===== config.mk =====
export PLATFORM = sky130hd
export DESIGN_NAME = flux_weakening_regulator_unit_flat
export DESIGN_NICKNAME = d
export VERILOG_FILES = /design/src/hdl/fwr_pkg.sv /design/src/hdl/fwr_in_if.sv /design/src/hdl/fwr_out_if.sv /design/src/hdl/fwr_seq.sv /design/src/hdl/fwr_dp.sv /design/src/hdl/flux_weakening_regulator_unit.sv /design/src/flat_wrapper.sv
export VERILOG_INCLUDE_DIRS = /design/src /design/src/hdl
export SDC_FILE = /design/constraint.sdc
export NUM_CORES = 1
export LEC_CHECK = 0
export BUFFER_PORTS_ARGS = -buffer_cell sky130_fd_sc_hd__buf_2
export CAP_MARGIN = 25
export CORE_UTILIZATION = 37
export DETAILED_ROUTE_END_ITERATION = 16
export GPL_TIMING_DRIVEN = 0
export HOLD_SLACK_MARGIN = 0.12
export MAX_ROUTING_LAYER = met4
export PLACE_DENSITY = 0.48
export SETUP_SLACK_MARGIN = 0.15
export SLEW_MARGIN = 20
export SYNTH_ARGS = -nofsm -noshare
export SYNTH_HDL_FRONTEND = slang
export SYNTH_SLANG_ARGS = --single-unit

===== constraint.sdc =====
create_clock -name clk -period 22 [get_ports clk]
set_input_delay 2.2 -clock clk [delete_from_list [all_inputs] [get_ports clk]]
set_output_delay 2.2 -clock clk [all_outputs]
set_load 0.02 [all_outputs]

===== src/hdl/flux_weakening_regulator_unit_defines.svh =====
// ----------------------------------------------------------------------------
// Flux weakening regulator - assertion macros
// Shared property wrappers for the concurrent checks in the regulator.
// ----------------------------------------------------------------------------
`ifndef FLUX_WEAKENING_REGULATOR_UNIT_DEFINES_SVH
`define FLUX_WEAKENING_REGULATOR_UNIT_DEFINES_SVH

// Same-cycle implication, disabled while reset is asserted
`define FWR_ASSERT_SAME(lbl, clk, rstn, ante, cons, msg) \
	lbl: assert property (@(posedge clk) disable iff (!rstn) (ante) |-> (cons)) \
		else $error(msg);

// Next-cycle implication, disabled while reset is asserted
`define FWR_ASSERT_NEXT(lbl, clk, rstn, ante, cons, msg) \
	lbl: assert property (@(posedge clk) disable iff (!rstn) (ante) |=> (cons)) \
		else $error(msg);

`endif


===== src/hdl/fwr_pkg.sv =====
// ----------------------------------------------------------------------------
// fwr_pkg
// Types, constants and microcode table of the flux weakening regulator.
// ----------------------------------------------------------------------------
`default_nettype none

package fwr_pkg;

	// Microprogram counter
	localparam int unsigned UPC_W = 4;
	typedef logic [UPC_W-1:0] upc_t;

	// Microprogram addresses
	localparam upc_t UPC_GLO_MUL  = 4'd0;
	localparam upc_t UPC_GLO_DIV  = 4'd1;
	localparam upc_t UPC_GATE     = 4'd2;
	localparam upc_t UPC_KI_MUL   = 4'd3;
	localparam upc_t UPC_INTEG    = 4'd4;
	localparam upc_t UPC_PROP     = 4'd5;
	localparam upc_t UPC_VMAX2    = 4'd6;
	localparam upc_t UPC_SQINIT   = 4'd7;
	localparam upc_t UPC_SQSTEP   = 4'd8;
	localparam upc_t UPC_FINISH   = 4'd9;
	localparam upc_t UPC_RAMP     = 4'd10;

	// Configuration register indexes
	localparam logic [2:0] CFG_PROP_GAIN     = 3'd0;
	localparam logic [2:0] CFG_INTEG_GAIN    = 3'd1;
	localparam logic [2:0] CFG_BASE_SPEED    = 3'd2;
	localparam logic [2:0] CFG_VOLTAGE_MAX   = 3'd3;
	localparam logic [2:0] CFG_RECOVERY_RATE = 3'd4;

	// Fixed-point constants
	localparam logic [14:0] Q15_ONE        = 15'h7FFF;
	localparam logic [14:0] BASE_SPEED_RST = 15'd1000;
	localparam logic [14:0] RECOVERY_RST   = 15'd100;
	// 95/100 = 19/20: multiply by 19, shift by 2, then /5 by reciprocal (2^20/5 rounded up)
	localparam logic [17:0] MUL_C19        = 18'd19;
	localparam logic [17:0] RECIP5         = 18'd209716;
	// Square root produces 15 result bits, one per step
	localparam logic [3:0]  SQ_STEPS_M1    = 4'd14;

	// Multiplier operand selects
	typedef enum logic [2:0] {
		MA_ZERO, MA_BASE, MA_PQ, MA_IG, MA_PG, MA_VMAX, MA_VABS
	} mul_a_t;

	typedef enum logic [2:0] {
		MB_ZERO, MB_C19, MB_RECIP, MB_MAG, MB_VMAX, MB_VABS
	} mul_b_t;

	// Datapath actions
	typedef enum logic [3:0] {
		OP_NONE, OP_GATE, OP_INTEG, OP_PROP, OP_VMAX2,
		OP_SQINIT, OP_SQSTEP, OP_RAMP, OP_FINISH
	} dp_op_t;

	// Sequencing of the next step
	typedef enum logic [2:0] {
		JMP_NEXT, JMP_ALWAYS, JMP_IF_RAMP, JMP_IF_NOROOT, JMP_LOOP, JMP_WAIT_OUT
	} jump_t;

	typedef enum logic {
		SEQ_IDLE, SEQ_RUN
	} seq_state_t;

	// One control word
	typedef struct packed {
		mul_a_t  ma;
		mul_b_t  mb;
		logic    mul_en;
		dp_op_t  op;
		jump_t   jmp;
		upc_t    target;
	} uword_t;

	// Sequencer to datapath
	typedef struct packed {
		logic   start;
		logic   run;
		uword_t uw;
	} seq_ctrl_t;

	// Datapath to sequencer
	typedef struct packed {
		logic take_ramp;
		logic no_root;
		logic sq_done;
		logic out_free;
	} dp_stat_t;

	function automatic uword_t uw_make(mul_a_t ma, mul_b_t mb, logic men, dp_op_t op,
			jump_t jmp, upc_t tgt);
		uword_t w;
		w.ma     = ma;
		w.mb     = mb;
		w.mul_en = men;
		w.op     = op;
		w.jmp    = jmp;
		w.target = tgt;
		return w;
	endfunction

	// Microprogram
	function automatic uword_t ucode_rom(upc_t pc);
		uword_t w;
		case (pc)
			UPC_GLO_MUL: w = uw_make(MA_BASE, MB_C19, 1'b1, OP_NONE, JMP_NEXT, UPC_GLO_MUL);
			UPC_GLO_DIV: w = uw_make(MA_PQ, MB_RECIP, 1'b1, OP_NONE, JMP_NEXT, UPC_GLO_MUL);
			UPC_GATE:    w = uw_make(MA_ZERO, MB_ZERO, 1'b0, OP_GATE, JMP_IF_RAMP, UPC_RAMP);
			UPC_KI_MUL:  w = uw_make(MA_IG, MB_MAG, 1'b1, OP_NONE, JMP_NEXT, UPC_GLO_MUL);
			UPC_INTEG:   w = uw_make(MA_PG, MB_MAG, 1'b1, OP_INTEG, JMP_NEXT, UPC_GLO_MUL);
			UPC_PROP:    w = uw_make(MA_VMAX, MB_VMAX, 1'b1, OP_PROP, JMP_NEXT, UPC_GLO_MUL);
			UPC_VMAX2:   w = uw_make(MA_VABS, MB_VABS, 1'b1, OP_VMAX2, JMP_NEXT, UPC_GLO_MUL);
			UPC_SQINIT:  w = uw_make(MA_ZERO, MB_ZERO, 1'b0, OP_SQINIT, JMP_IF_NOROOT,
					UPC_FINISH);
			UPC_SQSTEP:  w = uw_make(MA_ZERO, MB_ZERO, 1'b0, OP_SQSTEP, JMP_LOOP, UPC_SQSTEP);
			UPC_FINISH:  w = uw_make(MA_ZERO, MB_ZERO, 1'b0, OP_FINISH, JMP_WAIT_OUT,
					UPC_FINISH);
			UPC_RAMP:    w = uw_make(MA_ZERO, MB_ZERO, 1'b0, OP_RAMP, JMP_ALWAYS, UPC_FINISH);
			default:     w = uw_make(MA_ZERO, MB_ZERO, 1'b0, OP_NONE, JMP_ALWAYS, UPC_FINISH);
		endcase
		return w;
	endfunction

endpackage

`default_nettype wire


===== src/hdl/fwr_in_if.sv =====
// ----------------------------------------------------------------------------
// fwr_in_if
// Sample channel: one control tick of measurements per request.
// ----------------------------------------------------------------------------
`default_nettype none

interface fwr_in_if;
	logic               valid;
	logic               ready;
	logic signed [15:0] vd_sample;
	logic signed [15:0] limit_scale;
	logic signed [15:0] id_base;
	logic signed [15:0] rotor_speed;

	modport source (
		output valid, vd_sample, limit_scale, id_base, rotor_speed,
		input  ready
	);

	modport sink (
		input  valid, vd_sample, limit_scale, id_base, rotor_speed,
		output ready
	);
endinterface

`default_nettype wire


===== src/hdl/fwr_out_if.sv =====
// ----------------------------------------------------------------------------
// fwr_out_if
// Result channel: current addition, q-current limit and activity flag.
// ----------------------------------------------------------------------------
`default_nettype none

interface fwr_out_if;
	logic               valid;
	logic               ready;
	logic signed [15:0] id_add;
	logic        [14:0] iq_limit;
	logic               weakening_active;

	modport source (
		output valid, id_add, iq_limit, weakening_active,
		input  ready
	);

	modport sink (
		input  valid, id_add, iq_limit, weakening_active,
		output ready
	);
endinterface

`default_nettype wire


===== src/hdl/fwr_seq.sv =====
// ----------------------------------------------------------------------------
// fwr_seq
// Microprogram sequencer: step counter, control word fetch, jumps.
// ----------------------------------------------------------------------------
`default_nettype none

module fwr_seq (
	input  wire logic             clk,
	input  wire logic             arst_n,
	input  wire logic             start,
	input  wire fwr_pkg::dp_stat_t stat,
	output fwr_pkg::seq_ctrl_t    ctrl,
	output logic                  busy
);
	import fwr_pkg::*;

	seq_state_t state_q, state_nx;
	upc_t       pc_q, pc_nx;
	uword_t     uw;
	upc_t       pc_inc;

	// Control word fetch
	assign uw     = ucode_rom(pc_q);
	assign pc_inc = pc_q + upc_t'(1);

	// State and step counter
	always_ff @(posedge clk or negedge arst_n) begin
		if (!arst_n) begin
			state_q <= SEQ_IDLE;
			pc_q    <= UPC_GLO_MUL;
		end else begin
			state_q <= state_nx;
			pc_q    <= pc_nx;
		end
	end

	// Next step selection
	always_comb begin
		state_nx = state_q;
		pc_nx    = pc_q;
		case (state_q)
			SEQ_IDLE: begin
				if (start) begin
					state_nx = SEQ_RUN;
					pc_nx    = UPC_GLO_MUL;
				end
			end
			SEQ_RUN: begin
				case (uw.jmp)
					JMP_NEXT:      pc_nx = pc_inc;
					JMP_ALWAYS:    pc_nx = uw.target;
					JMP_IF_RAMP:   pc_nx = stat.take_ramp ? uw.target : pc_inc;
					JMP_IF_NOROOT: pc_nx = stat.no_root ? uw.target : pc_inc;
					JMP_LOOP:      pc_nx = stat.sq_done ? pc_inc : uw.target;
					JMP_WAIT_OUT: begin
						if (stat.out_free)
							state_nx = SEQ_IDLE;
					end
					default:       state_nx = SEQ_IDLE;
				endcase
			end
			default: state_nx = SEQ_IDLE;
		endcase
	end

	// Datapath control
	always_comb begin
		ctrl.start = start && (state_q == SEQ_IDLE);
		ctrl.run   = (state_q == SEQ_RUN);
		ctrl.uw    = uw;
	end

	assign busy = (state_q != SEQ_IDLE);

endmodule

`default_nettype wire


===== src/hdl/fwr_dp.sv =====
// ----------------------------------------------------------------------------
// fwr_dp
// Regulator datapath: shared multiplier, integrator, speed gate, square root.
// ----------------------------------------------------------------------------
`default_nettype none

module fwr_dp (
	input  wire logic               clk,
	input  wire logic               arst_n,
	input  wire fwr_pkg::seq_ctrl_t ctrl,
	output fwr_pkg::dp_stat_t       stat,
	// configuration
	input  wire logic               cfg_we,
	input  wire logic [2:0]         cfg_idx,
	input  wire logic [14:0]        cfg_wdata,
	// request fields
	input  wire logic signed [15:0] vd_in,
	input  wire logic signed [15:0] scale_in,
	input  wire logic signed [15:0] idb_in,
	input  wire logic signed [15:0] spd_in,
	// result
	input  wire logic               out_rdy,
	output logic                    out_vld,
	output logic signed [15:0]      id_add,
	output logic [14:0]             iq_limit,
	output logic                    active
);
	import fwr_pkg::*;

	// configuration registers
	logic [14:0] kp_q, ki_q, base_q, vmax_q, rr_q;
	// latched request
	logic [14:0] vabs_q, scale_q, lob_q;
	logic [15:0] sabs_q;
	// working state
	logic [35:0] p_q;
	logic signed [16:0] acc_q;
	logic        gate_q;
	logic [14:0] t_q;
	logic [29:0] x_q;
	logic [16:0] rem_q;
	logic [14:0] root_q;
	logic [3:0]  cnt_q;
	logic signed [15:0] id_q;
	logic [14:0] iq_q;
	logic        act_q;
	// output register
	logic        out_vld_q;
	logic signed [15:0] id_o_q;
	logic [14:0] iq_o_q;
	logic        act_o_q;

	logic [15:0] vd_neg, spd_neg;
	logic [14:0] vabs_in, scale_cl, lob_in;
	logic [15:0] sabs_in;
	logic [17:0] mul_a, mul_b;
	logic [14:0] mag, glo, vd2, diff;
	logic        gate_nx;
	logic [30:0] trm_sum;
	logic [15:0] term;
	logic signed [17:0] acc_ext, integ_sum, prop_sum, ramp_sum;
	logic signed [16:0] integ_acc, prop_id, ramp_acc;
	logic [18:0] rem_sh, trial, rem_sub;
	logic        ge;
	logic [16:0] rem_nx;
	logic [14:0] root_nx;
	logic        fin_load;

	// Clamp to [-lob, 0]
	function automatic logic signed [16:0] clamp_lob(logic signed [17:0] x, logic [14:0] lob);
		logic signed [17:0] lo;
		lo = -$signed({3'b000, lob});
		if (x < lo)
			return lo[16:0];
		else if (x > 18'sd0)
			return 17'sd0;
		else
			return x[16:0];
	endfunction

	// Configuration writes
	always_ff @(posedge clk or negedge arst_n) begin
		if (!arst_n) begin
			kp_q   <= '0;
			ki_q   <= '0;
			base_q <= BASE_SPEED_RST;
			vmax_q <= '0;
			rr_q   <= RECOVERY_RST;
		end else if (cfg_we) begin
			case (cfg_idx)
				CFG_PROP_GAIN:     kp_q   <= cfg_wdata;
				CFG_INTEG_GAIN:    ki_q   <= cfg_wdata;
				CFG_BASE_SPEED:    base_q <= cfg_wdata;
				CFG_VOLTAGE_MAX:   vmax_q <= cfg_wdata;
				CFG_RECOVERY_RATE: rr_q   <= cfg_wdata;
				default: ;
			endcase
		end
	end

	// Request conditioning: magnitudes and clamps
	always_comb begin
		vd_neg  = 16'(-vd_in);
		spd_neg = 16'(-spd_in);
		if (!vd_in[15])
			vabs_in = vd_in[14:0];
		else if (vd_in == 16'sh8000)
			vabs_in = Q15_ONE;
		else
			vabs_in = vd_neg[14:0];
		scale_cl = scale_in[15] ? 15'd0 : scale_in[14:0];
		lob_in   = (!idb_in[15] && idb_in != 16'sd0) ? idb_in[14:0] : 15'd0;
		sabs_in  = spd_in[15] ? spd_neg : spd_in;
	end

	always_ff @(posedge clk) begin
		if (ctrl.start) begin
			vabs_q  <= vabs_in;
			scale_q <= scale_cl;
			lob_q   <= lob_in;
			sabs_q  <= sabs_in;
		end
	end

	assign mag = Q15_ONE - scale_q;

	// Shared multiplier operands
	always_comb begin
		case (ctrl.uw.ma)
			MA_BASE: mul_a = {3'b000, base_q};
			MA_PQ:   mul_a = p_q[19:2];
			MA_IG:   mul_a = {3'b000, ki_q};
			MA_PG:   mul_a = {3'b000, kp_q};
			MA_VMAX: mul_a = {3'b000, vmax_q};
			MA_VABS: mul_a = {3'b000, vabs_q};
			default: mul_a = '0;
		endcase
		case (ctrl.uw.mb)
			MB_C19:   mul_b = MUL_C19;
			MB_RECIP: mul_b = RECIP5;
			MB_MAG:   mul_b = {3'b000, mag};
			MB_VMAX:  mul_b = {3'b000, vmax_q};
			MB_VABS:  mul_b = {3'b000, vabs_q};
			default:  mul_b = '0;
		endcase
	end

	always_ff @(posedge clk) begin
		if (ctrl.run && ctrl.uw.mul_en)
			p_q <= mul_a * mul_b;
	end

	// Speed gate with hysteresis; lower threshold is base*19/20
	always_comb begin
		glo = p_q[34:20];
		if (sabs_q >= {1'b0, base_q})
			gate_nx = 1'b1;
		else if (sabs_q < {1'b0, glo})
			gate_nx = 1'b0;
		else
			gate_nx = gate_q;
	end

	// Q15 product magnitude rounded up: negated, this is floor of the signed term
	assign trm_sum = {1'b0, p_q[29:0]} + 31'd32767;
	assign term    = trm_sum[30:15];

	// Integrator, proportional sum and recovery ramp
	always_comb begin
		acc_ext   = {acc_q[16], acc_q};
		integ_sum = acc_ext - $signed({2'b00, term});
		integ_acc = clamp_lob(integ_sum, lob_q);
		prop_sum  = acc_ext - $signed({2'b00, term});
		prop_id   = clamp_lob(prop_sum, lob_q);
		ramp_sum  = acc_ext + $signed({3'b000, rr_q});
		if (!acc_q[16])
			ramp_acc = acc_q;
		else if (ramp_sum > 18'sd0)
			ramp_acc = 17'sd0;
		else
			ramp_acc = ramp_sum[16:0];
	end

	// Voltage headroom
	assign vd2  = p_q[29:15];
	assign diff = t_q - vd2;

	// One restoring square root step
	always_comb begin
		rem_sh  = {rem_q, x_q[29:28]};
		trial   = {2'b00, root_q, 2'b01};
		ge      = (rem_sh >= trial);
		rem_sub = rem_sh - trial;
		rem_nx  = ge ? rem_sub[16:0] : rem_sh[16:0];
		root_nx = {root_q[13:0], ge};
	end

	// Status to the sequencer
	always_comb begin
		stat.take_ramp = !gate_nx || (scale_q == Q15_ONE);
		stat.no_root   = (vmax_q == 15'd0) || (vd2 >= t_q);
		stat.sq_done   = (cnt_q == 4'd0);
		stat.out_free  = !out_vld_q || out_rdy;
	end

	assign fin_load = ctrl.run && (ctrl.uw.op == OP_FINISH) && stat.out_free;

	// Loop state and output handshake
	always_ff @(posedge clk or negedge arst_n) begin
		if (!arst_n) begin
			acc_q     <= '0;
			gate_q    <= 1'b0;
			out_vld_q <= 1'b0;
		end else begin
			if (ctrl.run) begin
				case (ctrl.uw.op)
					OP_GATE:  gate_q <= gate_nx;
					OP_INTEG: acc_q  <= integ_acc;
					OP_RAMP:  acc_q  <= ramp_acc;
					default: ;
				endcase
			end
			if (fin_load)
				out_vld_q <= 1'b1;
			else if (out_rdy)
				out_vld_q <= 1'b0;
		end
	end

	// Working registers
	always_ff @(posedge clk) begin
		if (ctrl.run) begin
			case (ctrl.uw.op)
				OP_INTEG: act_q <= 1'b1;
				OP_PROP:  id_q  <= prop_id[15:0];
				OP_VMAX2: t_q   <= p_q[29:15];
				OP_SQINIT: begin
					if (stat.no_root)
						iq_q <= '0;
					x_q    <= {diff, 15'd0};
					rem_q  <= '0;
					root_q <= '0;
					cnt_q  <= SQ_STEPS_M1;
				end
				OP_SQSTEP: begin
					rem_q  <= rem_nx;
					root_q <= root_nx;
					x_q    <= {x_q[27:0], 2'b00};
					cnt_q  <= cnt_q - 4'd1;
					if (cnt_q == 4'd0)
						iq_q <= root_nx;
				end
				OP_RAMP: begin
					id_q  <= ramp_acc[15:0];
					iq_q  <= Q15_ONE;
					act_q <= 1'b0;
				end
				default: ;
			endcase
		end
		if (fin_load) begin
			id_o_q  <= id_q;
			iq_o_q  <= iq_q;
			act_o_q <= act_q;
		end
	end

	assign out_vld  = out_vld_q;
	assign id_add   = id_o_q;
	assign iq_limit = iq_o_q;
	assign active   = act_o_q;

endmodule

`default_nettype wire


===== src/hdl/flux_weakening_regulator_unit.sv =====
// ----------------------------------------------------------------------------
// flux_weakening_regulator_unit
// Flux weakening PI regulator with speed gate and q-current limit.
// ----------------------------------------------------------------------------
// Usage:
//  - sample channel: one request per control tick (vd, saturation scale,
//    base d-current, rotor speed). ready is high while the sequencer is idle.
//  - result channel: id_add, iq_limit, weakening_active, held in an output
//    register until taken.
//  - configuration: cfg_we/cfg_idx/cfg_wdata, written while idle.
// Sequencing:
//  - a request runs a short microprogram on one shared 18x18 multiplier.
//    Recovery path (gate open or no saturation): threshold, gate, ramp, load.
//    PI path: PI terms and 15 root steps (none at zero limit), no ramp.
//    A new request is taken the cycle after the result is loaded.
//  - the square root (one result bit per cycle) sets the PI path length.
// Reset: gains and voltage_max clear, base_speed 1000, recovery_rate 100,
//  integrator zero, gate open, no result pending.
// Stall: a result waiting on ready holds the sequencer in its final step;
//  the next request is then not taken until the result leaves.
// ----------------------------------------------------------------------------
`default_nettype none
`include "flux_weakening_regulator_unit_defines.svh"

module flux_weakening_regulator_unit (
	input  wire logic        clk,
	input  wire logic        arst_n,
	fwr_in_if.sink           sample,
	fwr_out_if.source        result,
	input  wire logic        cfg_we,
	input  wire logic [2:0]  cfg_idx,
	input  wire logic [14:0] cfg_wdata
);
	import fwr_pkg::*;

	seq_ctrl_t ctrl;
	dp_stat_t  stat;
	logic      busy;
	logic      start;

	// Request handshake
	assign sample.ready = !busy;
	assign start        = sample.valid && !busy;

	fwr_seq u_seq (
		.clk    (clk),
		.arst_n (arst_n),
		.start  (start),
		.stat   (stat),
		.ctrl   (ctrl),
		.busy   (busy)
	);

	fwr_dp u_dp (
		.clk       (clk),
		.arst_n    (arst_n),
		.ctrl      (ctrl),
		.stat      (stat),
		.cfg_we    (cfg_we),
		.cfg_idx   (cfg_idx),
		.cfg_wdata (cfg_wdata),
		.vd_in     (sample.vd_sample),
		.scale_in  (sample.limit_scale),
		.idb_in    (sample.id_base),
		.spd_in    (sample.rotor_speed),
		.out_rdy   (result.ready),
		.out_vld   (result.valid),
		.id_add    (result.id_add),
		.iq_limit  (result.iq_limit),
		.active    (result.weakening_active)
	);

	// Checks
	`FWR_ASSERT_NEXT(a_busy_after_req, clk, arst_n, sample.valid && sample.ready, !sample.ready, "request accepted but sequencer still ready")
	`FWR_ASSERT_SAME(a_id_nonpos, clk, arst_n, result.valid, result.id_add[15] || result.id_add == 16'sd0, "positive d-current addition")
	`FWR_ASSERT_SAME(a_idle_full_limit, clk, arst_n, result.valid && !result.weakening_active, result.iq_limit == Q15_ONE, "q-limit not full while weakening inactive")

endmodule

`default_nettype wire

===== src/flat_wrapper.sv =====
// flat-port wrapper written by rule: the top's interface ports become plain ports
module flux_weakening_regulator_unit_flat import fwr_pkg::*;
  (clk, arst_n, cfg_we, cfg_idx, cfg_wdata, sample_valid, sample_vd_sample, sample_limit_scale, sample_id_base, sample_rotor_speed, sample_ready, result_valid, result_id_add, result_iq_limit, result_weakening_active, result_ready);
  fwr_in_if sample_i ();
  fwr_out_if result_i ();
  input  wire logic clk;
  input  wire logic arst_n;
  input  wire logic cfg_we;
  input  wire logic [2:0] cfg_idx;
  input  wire logic [14:0] cfg_wdata;
  input wire logic [$bits(sample_i.valid)-1:0] sample_valid;
  input wire logic [$bits(sample_i.vd_sample)-1:0] sample_vd_sample;
  input wire logic [$bits(sample_i.limit_scale)-1:0] sample_limit_scale;
  input wire logic [$bits(sample_i.id_base)-1:0] sample_id_base;
  input wire logic [$bits(sample_i.rotor_speed)-1:0] sample_rotor_speed;
  output wire logic [$bits(sample_i.ready)-1:0] sample_ready;
  output wire logic [$bits(result_i.valid)-1:0] result_valid;
  output wire logic [$bits(result_i.id_add)-1:0] result_id_add;
  output wire logic [$bits(result_i.iq_limit)-1:0] result_iq_limit;
  output wire logic [$bits(result_i.weakening_active)-1:0] result_weakening_active;
  input wire logic [$bits(result_i.ready)-1:0] result_ready;
  assign sample_i.valid = sample_valid;
  assign sample_i.vd_sample = sample_vd_sample;
  assign sample_i.limit_scale = sample_limit_scale;
  assign sample_i.id_base = sample_id_base;
  assign sample_i.rotor_speed = sample_rotor_speed;
  assign sample_ready = sample_i.ready;
  assign result_valid = result_i.valid;
  assign result_id_add = result_i.id_add;
  assign result_iq_limit = result_i.iq_limit;
  assign result_weakening_active = result_i.weakening_active;
  assign result_i.ready = result_ready;
  flux_weakening_regulator_unit u_core (.clk(clk), .arst_n(arst_n), .sample(sample_i), .result(result_i), .cfg_we(cfg_we), .cfg_idx(cfg_idx), .cfg_wdata(cfg_wdata));
endmodule

==> impl_metrics.ini <==
[critical_path]
regToRegSetupSlack_ns = 11.07
critical_path.max_stage_delay_ns = 0.89
cp.required_ns = 22.19
critPathKind = flip-flop to flip-flop
register_to_register_path_depth = 29
crit_cells = 29
startpoint_type = flip-flop
critical_path.reg2reg.endpoint = u_core.u_dp.p_q[28]
critical_path.reg2reg.startpoint = u_core.u_seq.pc_q[0]
timing.critical_path.max_delay_family = adder cells
crit_path_max_fanout = 10
crit_arrival_ns = 11.12
worst-path-buf-inv = 7
cp_slowest_cell = sky130_fd_sc_hd__o311ai_0
critical_path.endpoint_type = flip-flop
critical_path_s_most_frequent_cell = sky130_fd_sc_hd__fa_1

[yosys]
yosys.cell_count.top_type = sky130_fd_sc_hd__inv_1
yosys.cell_types.count = 79
flip_flop_and_latch_count_after_synthesis = 325
ys_top_cells_by_count = 420 x sky130_fd_sc_hd__inv_1, 316 x sky130_fd_sc_hd__nand2_1, 242 x sky130_fd_sc_hd__ha_1, 242 x sky130_fd_sc_hd__nor2_1, 240 x sky130_fd_sc_hd__fa_1
postSynthNetCount = 3513
predominant_post_synthesis_flop_cell = sky130_fd_sc_hd__edfxtp_1
syn-mean-instance-area_um2 = 9.74
yosysWarningCount = 0
netlist.area_leader.share_pct = 23.7
synth_seq_area_share_pct = 32.3
asyncSetResetFlopFracSynth_pct = 30.5
synthDominantAreaCellType = sky130_fd_sc_hd__edfxtp_1
netlist_top_cells_area = sky130_fd_sc_hd__edfxtp_1 24%, sky130_fd_sc_hd__fa_1 17%, sky130_fd_sc_hd__ha_1 11%, sky130_fd_sc_hd__dfrtp_1 7.9%, sky130_fd_sc_hd__inv_1 5.5%
synth_edf_count = 226
gate_count_of_the_mapped_netlist = 2944
synthesis.area_um2 = 28700

[timing]
fmaxAchievable_mhz = 91.5
worst_pin_slew_ns = 1.13
final.setup_skew_ns = 0.0235
fin_crit_sh_pct = 49.7
timing.setup.tns_ns = 0
finalSetupViolations = 0
timing.max_slew.rel_slack_pct = 24.4
finalMaxSlewViolations = 0
setup_repair_after_global_routing_missed_its_margin = no
final_hold_fails = 0
final_period_minus_worst_setup_slack_ns = 10.93

[detailed_routing]
routed_wire_length_per_instance_um = 21.4
route.detailed.vias_per_inst = 5.32
number_of_optimization_iterations_in_the_first_detailed_route_pass = 5
route.detailed.drc = 0
drt_iter0_markers = 1455
vias = 22300
final_antenna_net_count = 0
drt-total-wl_um = 89700

[min_path]
number_of_cells_on_the_worst_hold_path = 0
hold_path_startpoint = u_core.u_dp.id_q[0]
hold_end = u_core.u_dp.id_add[0]
worst_hold_path_type = flip-flop to flip-flop

[global_routing]
globalRoute.totalOverflow = 0
grt_use_total_pct = 23.8
grt_max_degree = 73
grt_pass1_vias = 23100
first_pass_grt_wire_length_um = 138000
grt_antenna_before_repair = 10

[cts]
cts_tree = done
path_clk_slew_ns = 0.07
cts_buffers = 36
clk_latency_ns = 0.56
cts_sinks = 325
cts_root_buffer = sky130_fd_sc_hd__clkbuf_16
cts_hold_repair.buffers = 0
setup_bufs_post_cts = 0
cts-root-to-sink-buffers = 3
cts.htree.levels = 2
post_cts.resized_instances = 0

[cells_and_area]
multi_input_area_um2 = 17600
area.growth.synth_to_final_pct = 12.3
num-fill-cells = 7568
post_route_cells_drive_above_1_share_pct = 10.6
num-nets-final = 3699
layout.area.seq_um2 = 9280

[place]
routabilityCongestion = 0.918
port_buffers = 118
detailedPlacementHpwl_um = 73400

[die]
initial_core_util_pct = 37.6
rows = 101
design.portCount = 121
die_height_um = 280
core_region_area_um2 = 76300
die-width_um = 280
die_area_um2 = 78600

[flow_run]
maxCapViolations = 0

[outcome]
run_status = finished, final reports clean
## worst max path at each step
stage                              start             endpoint  slack, ns
finish              u_core.u_seq.pc_q[0]  u_core.u_dp.p_q[28]      11.07
global route        u_core.u_seq.pc_q[0]  u_core.u_dp.p_q[28]      10.58
CTS                 u_core.u_seq.pc_q[0]  u_core.u_dp.p_q[28]      11.29
detailed placement  u_core.u_seq.pc_q[0]  u_core.u_dp.p_q[28]      11.36
global placement    u_core.u_seq.pc_q[0]  u_core.u_dp.p_q[27]      11.14
floorplan           u_core.u_seq.pc_q[0]  u_core.u_dp.p_q[32]      13.78
## cell families after synthesis
family | Yosys count | share of synthesized area [%]
buffers and inverters | 520 | 6.82
AO/OA/AOI/OAI | 536 | 12.5
XOR/XNOR | 118 | 3.60
AND/OR/NAND/NOR | 874 | 14.0
multiplexers | 89 | 3.42
adder cells (fa/ha/maj) | 482 | 27.3
flip-flops | 325 | 32.3
## layout by cell type (no fill, tap or decap), types with 8 or more instances in the layout
cell                        count
sky130_fd_sc_hd__a211oi_1      16
sky130_fd_sc_hd__a21o_1        35
sky130_fd_sc_hd__a21oi_1      107
sky130_fd_sc_hd__a221o_1       13
sky130_fd_sc_hd__a221oi_1      12
sky130_fd_sc_hd__a221oi_2      10
sky130_fd_sc_hd__a22oi_1       30
sky130_fd_sc_hd__a31oi_1       23
sky130_fd_sc_hd__and2_1        21
sky130_fd_sc_hd__buf_2        128
sky130_fd_sc_hd__buf_4         14
sky130_fd_sc_hd__clkbuf_1      97
sky130_fd_sc_hd__clkbuf_16     38
sky130_fd_sc_hd__clkinv_2       8
sky130_fd_sc_hd__dfrtp_1       90
sky130_fd_sc_hd__dfstp_2        9
sky130_fd_sc_hd__edfxtp_1     226
sky130_fd_sc_hd__fa_1         240
sky130_fd_sc_hd__ha_1         242
sky130_fd_sc_hd__inv_1        419
sky130_fd_sc_hd__mux2_2        71
sky130_fd_sc_hd__mux2i_1       17
sky130_fd_sc_hd__nand2_1      316
sky130_fd_sc_hd__nand2b_1      20
sky130_fd_sc_hd__nand3_1       53
sky130_fd_sc_hd__nand3b_1       8
sky130_fd_sc_hd__nand4_1       22
sky130_fd_sc_hd__nor2_1       240
sky130_fd_sc_hd__nor2b_1       67
sky130_fd_sc_hd__nor3_1        37
sky130_fd_sc_hd__nor4_1        18
sky130_fd_sc_hd__o211ai_1      20
sky130_fd_sc_hd__o21a_1        19
sky130_fd_sc_hd__o21ai_0      130
sky130_fd_sc_hd__o21bai_1      11
sky130_fd_sc_hd__o31ai_1       22
sky130_fd_sc_hd__or3_1         22
sky130_fd_sc_hd__xnor2_1       81
sky130_fd_sc_hd__xor2_1        37
## sequential cells by signal, indices dropped and copies added (netlist names), 16 cells and up
signal,cells
u_core.u_dp.p_q,35
u_core.u_dp.acc_q,17
u_core.u_dp.rem_q,17
u_core.u_dp.id_add,16
u_core.u_dp.id_q,16
u_core.u_dp.sabs_q,16
## metal layers
layer,share of wire [%],global-route usage [%],wire (um),vias up
met4,3.0,7.50,2730,0
met1,43,29.4,38700,11200
met5,0,-,0,-
met3,4.4,3.11,3940,137
li1,-,-,-,10500
met2,49,40.4,44300,555
## layout make-up
type                    instances  share of cell area, %
flip-flops and latches        325                   28.8
repair buffers                148                   2.81
inverters                     421                   4.92
clock inverters                20                  0.509
clock buffers                  45                   3.07
plain buffers                  99                   1.16
multi-input cells            2099                   54.7
diodes                          7                 0.0544
well taps                    1030                   4.00
## through the flow
| step | setup WS, ns | cells | hold slack (ns) | utilization, % | area, um2 |
|---|---|---|---|---|---|
| final | 11.07 | 4194 | 0.415 | 42.2 | 32200 |
| after global routing | 10.58 | 4194 | 0.421 | 42.2 | 32200 |
| after CTS | 11.29 | 4185 | 0.417 | 42.1 | 32200 |
| after detailed placement | 11.36 | 4120 | 0.405 | 40.6 | 31000 |
| after global placement | 11.14 | 4092 | 0.402 | 40.0 | 30600 |
| after floorplan | 13.78 | 2944 | 0.400 | - | 28700 |
Power is not shown: default switching activity piles up to over one toggle a cycle in this logic, so the estimate is an artifact.
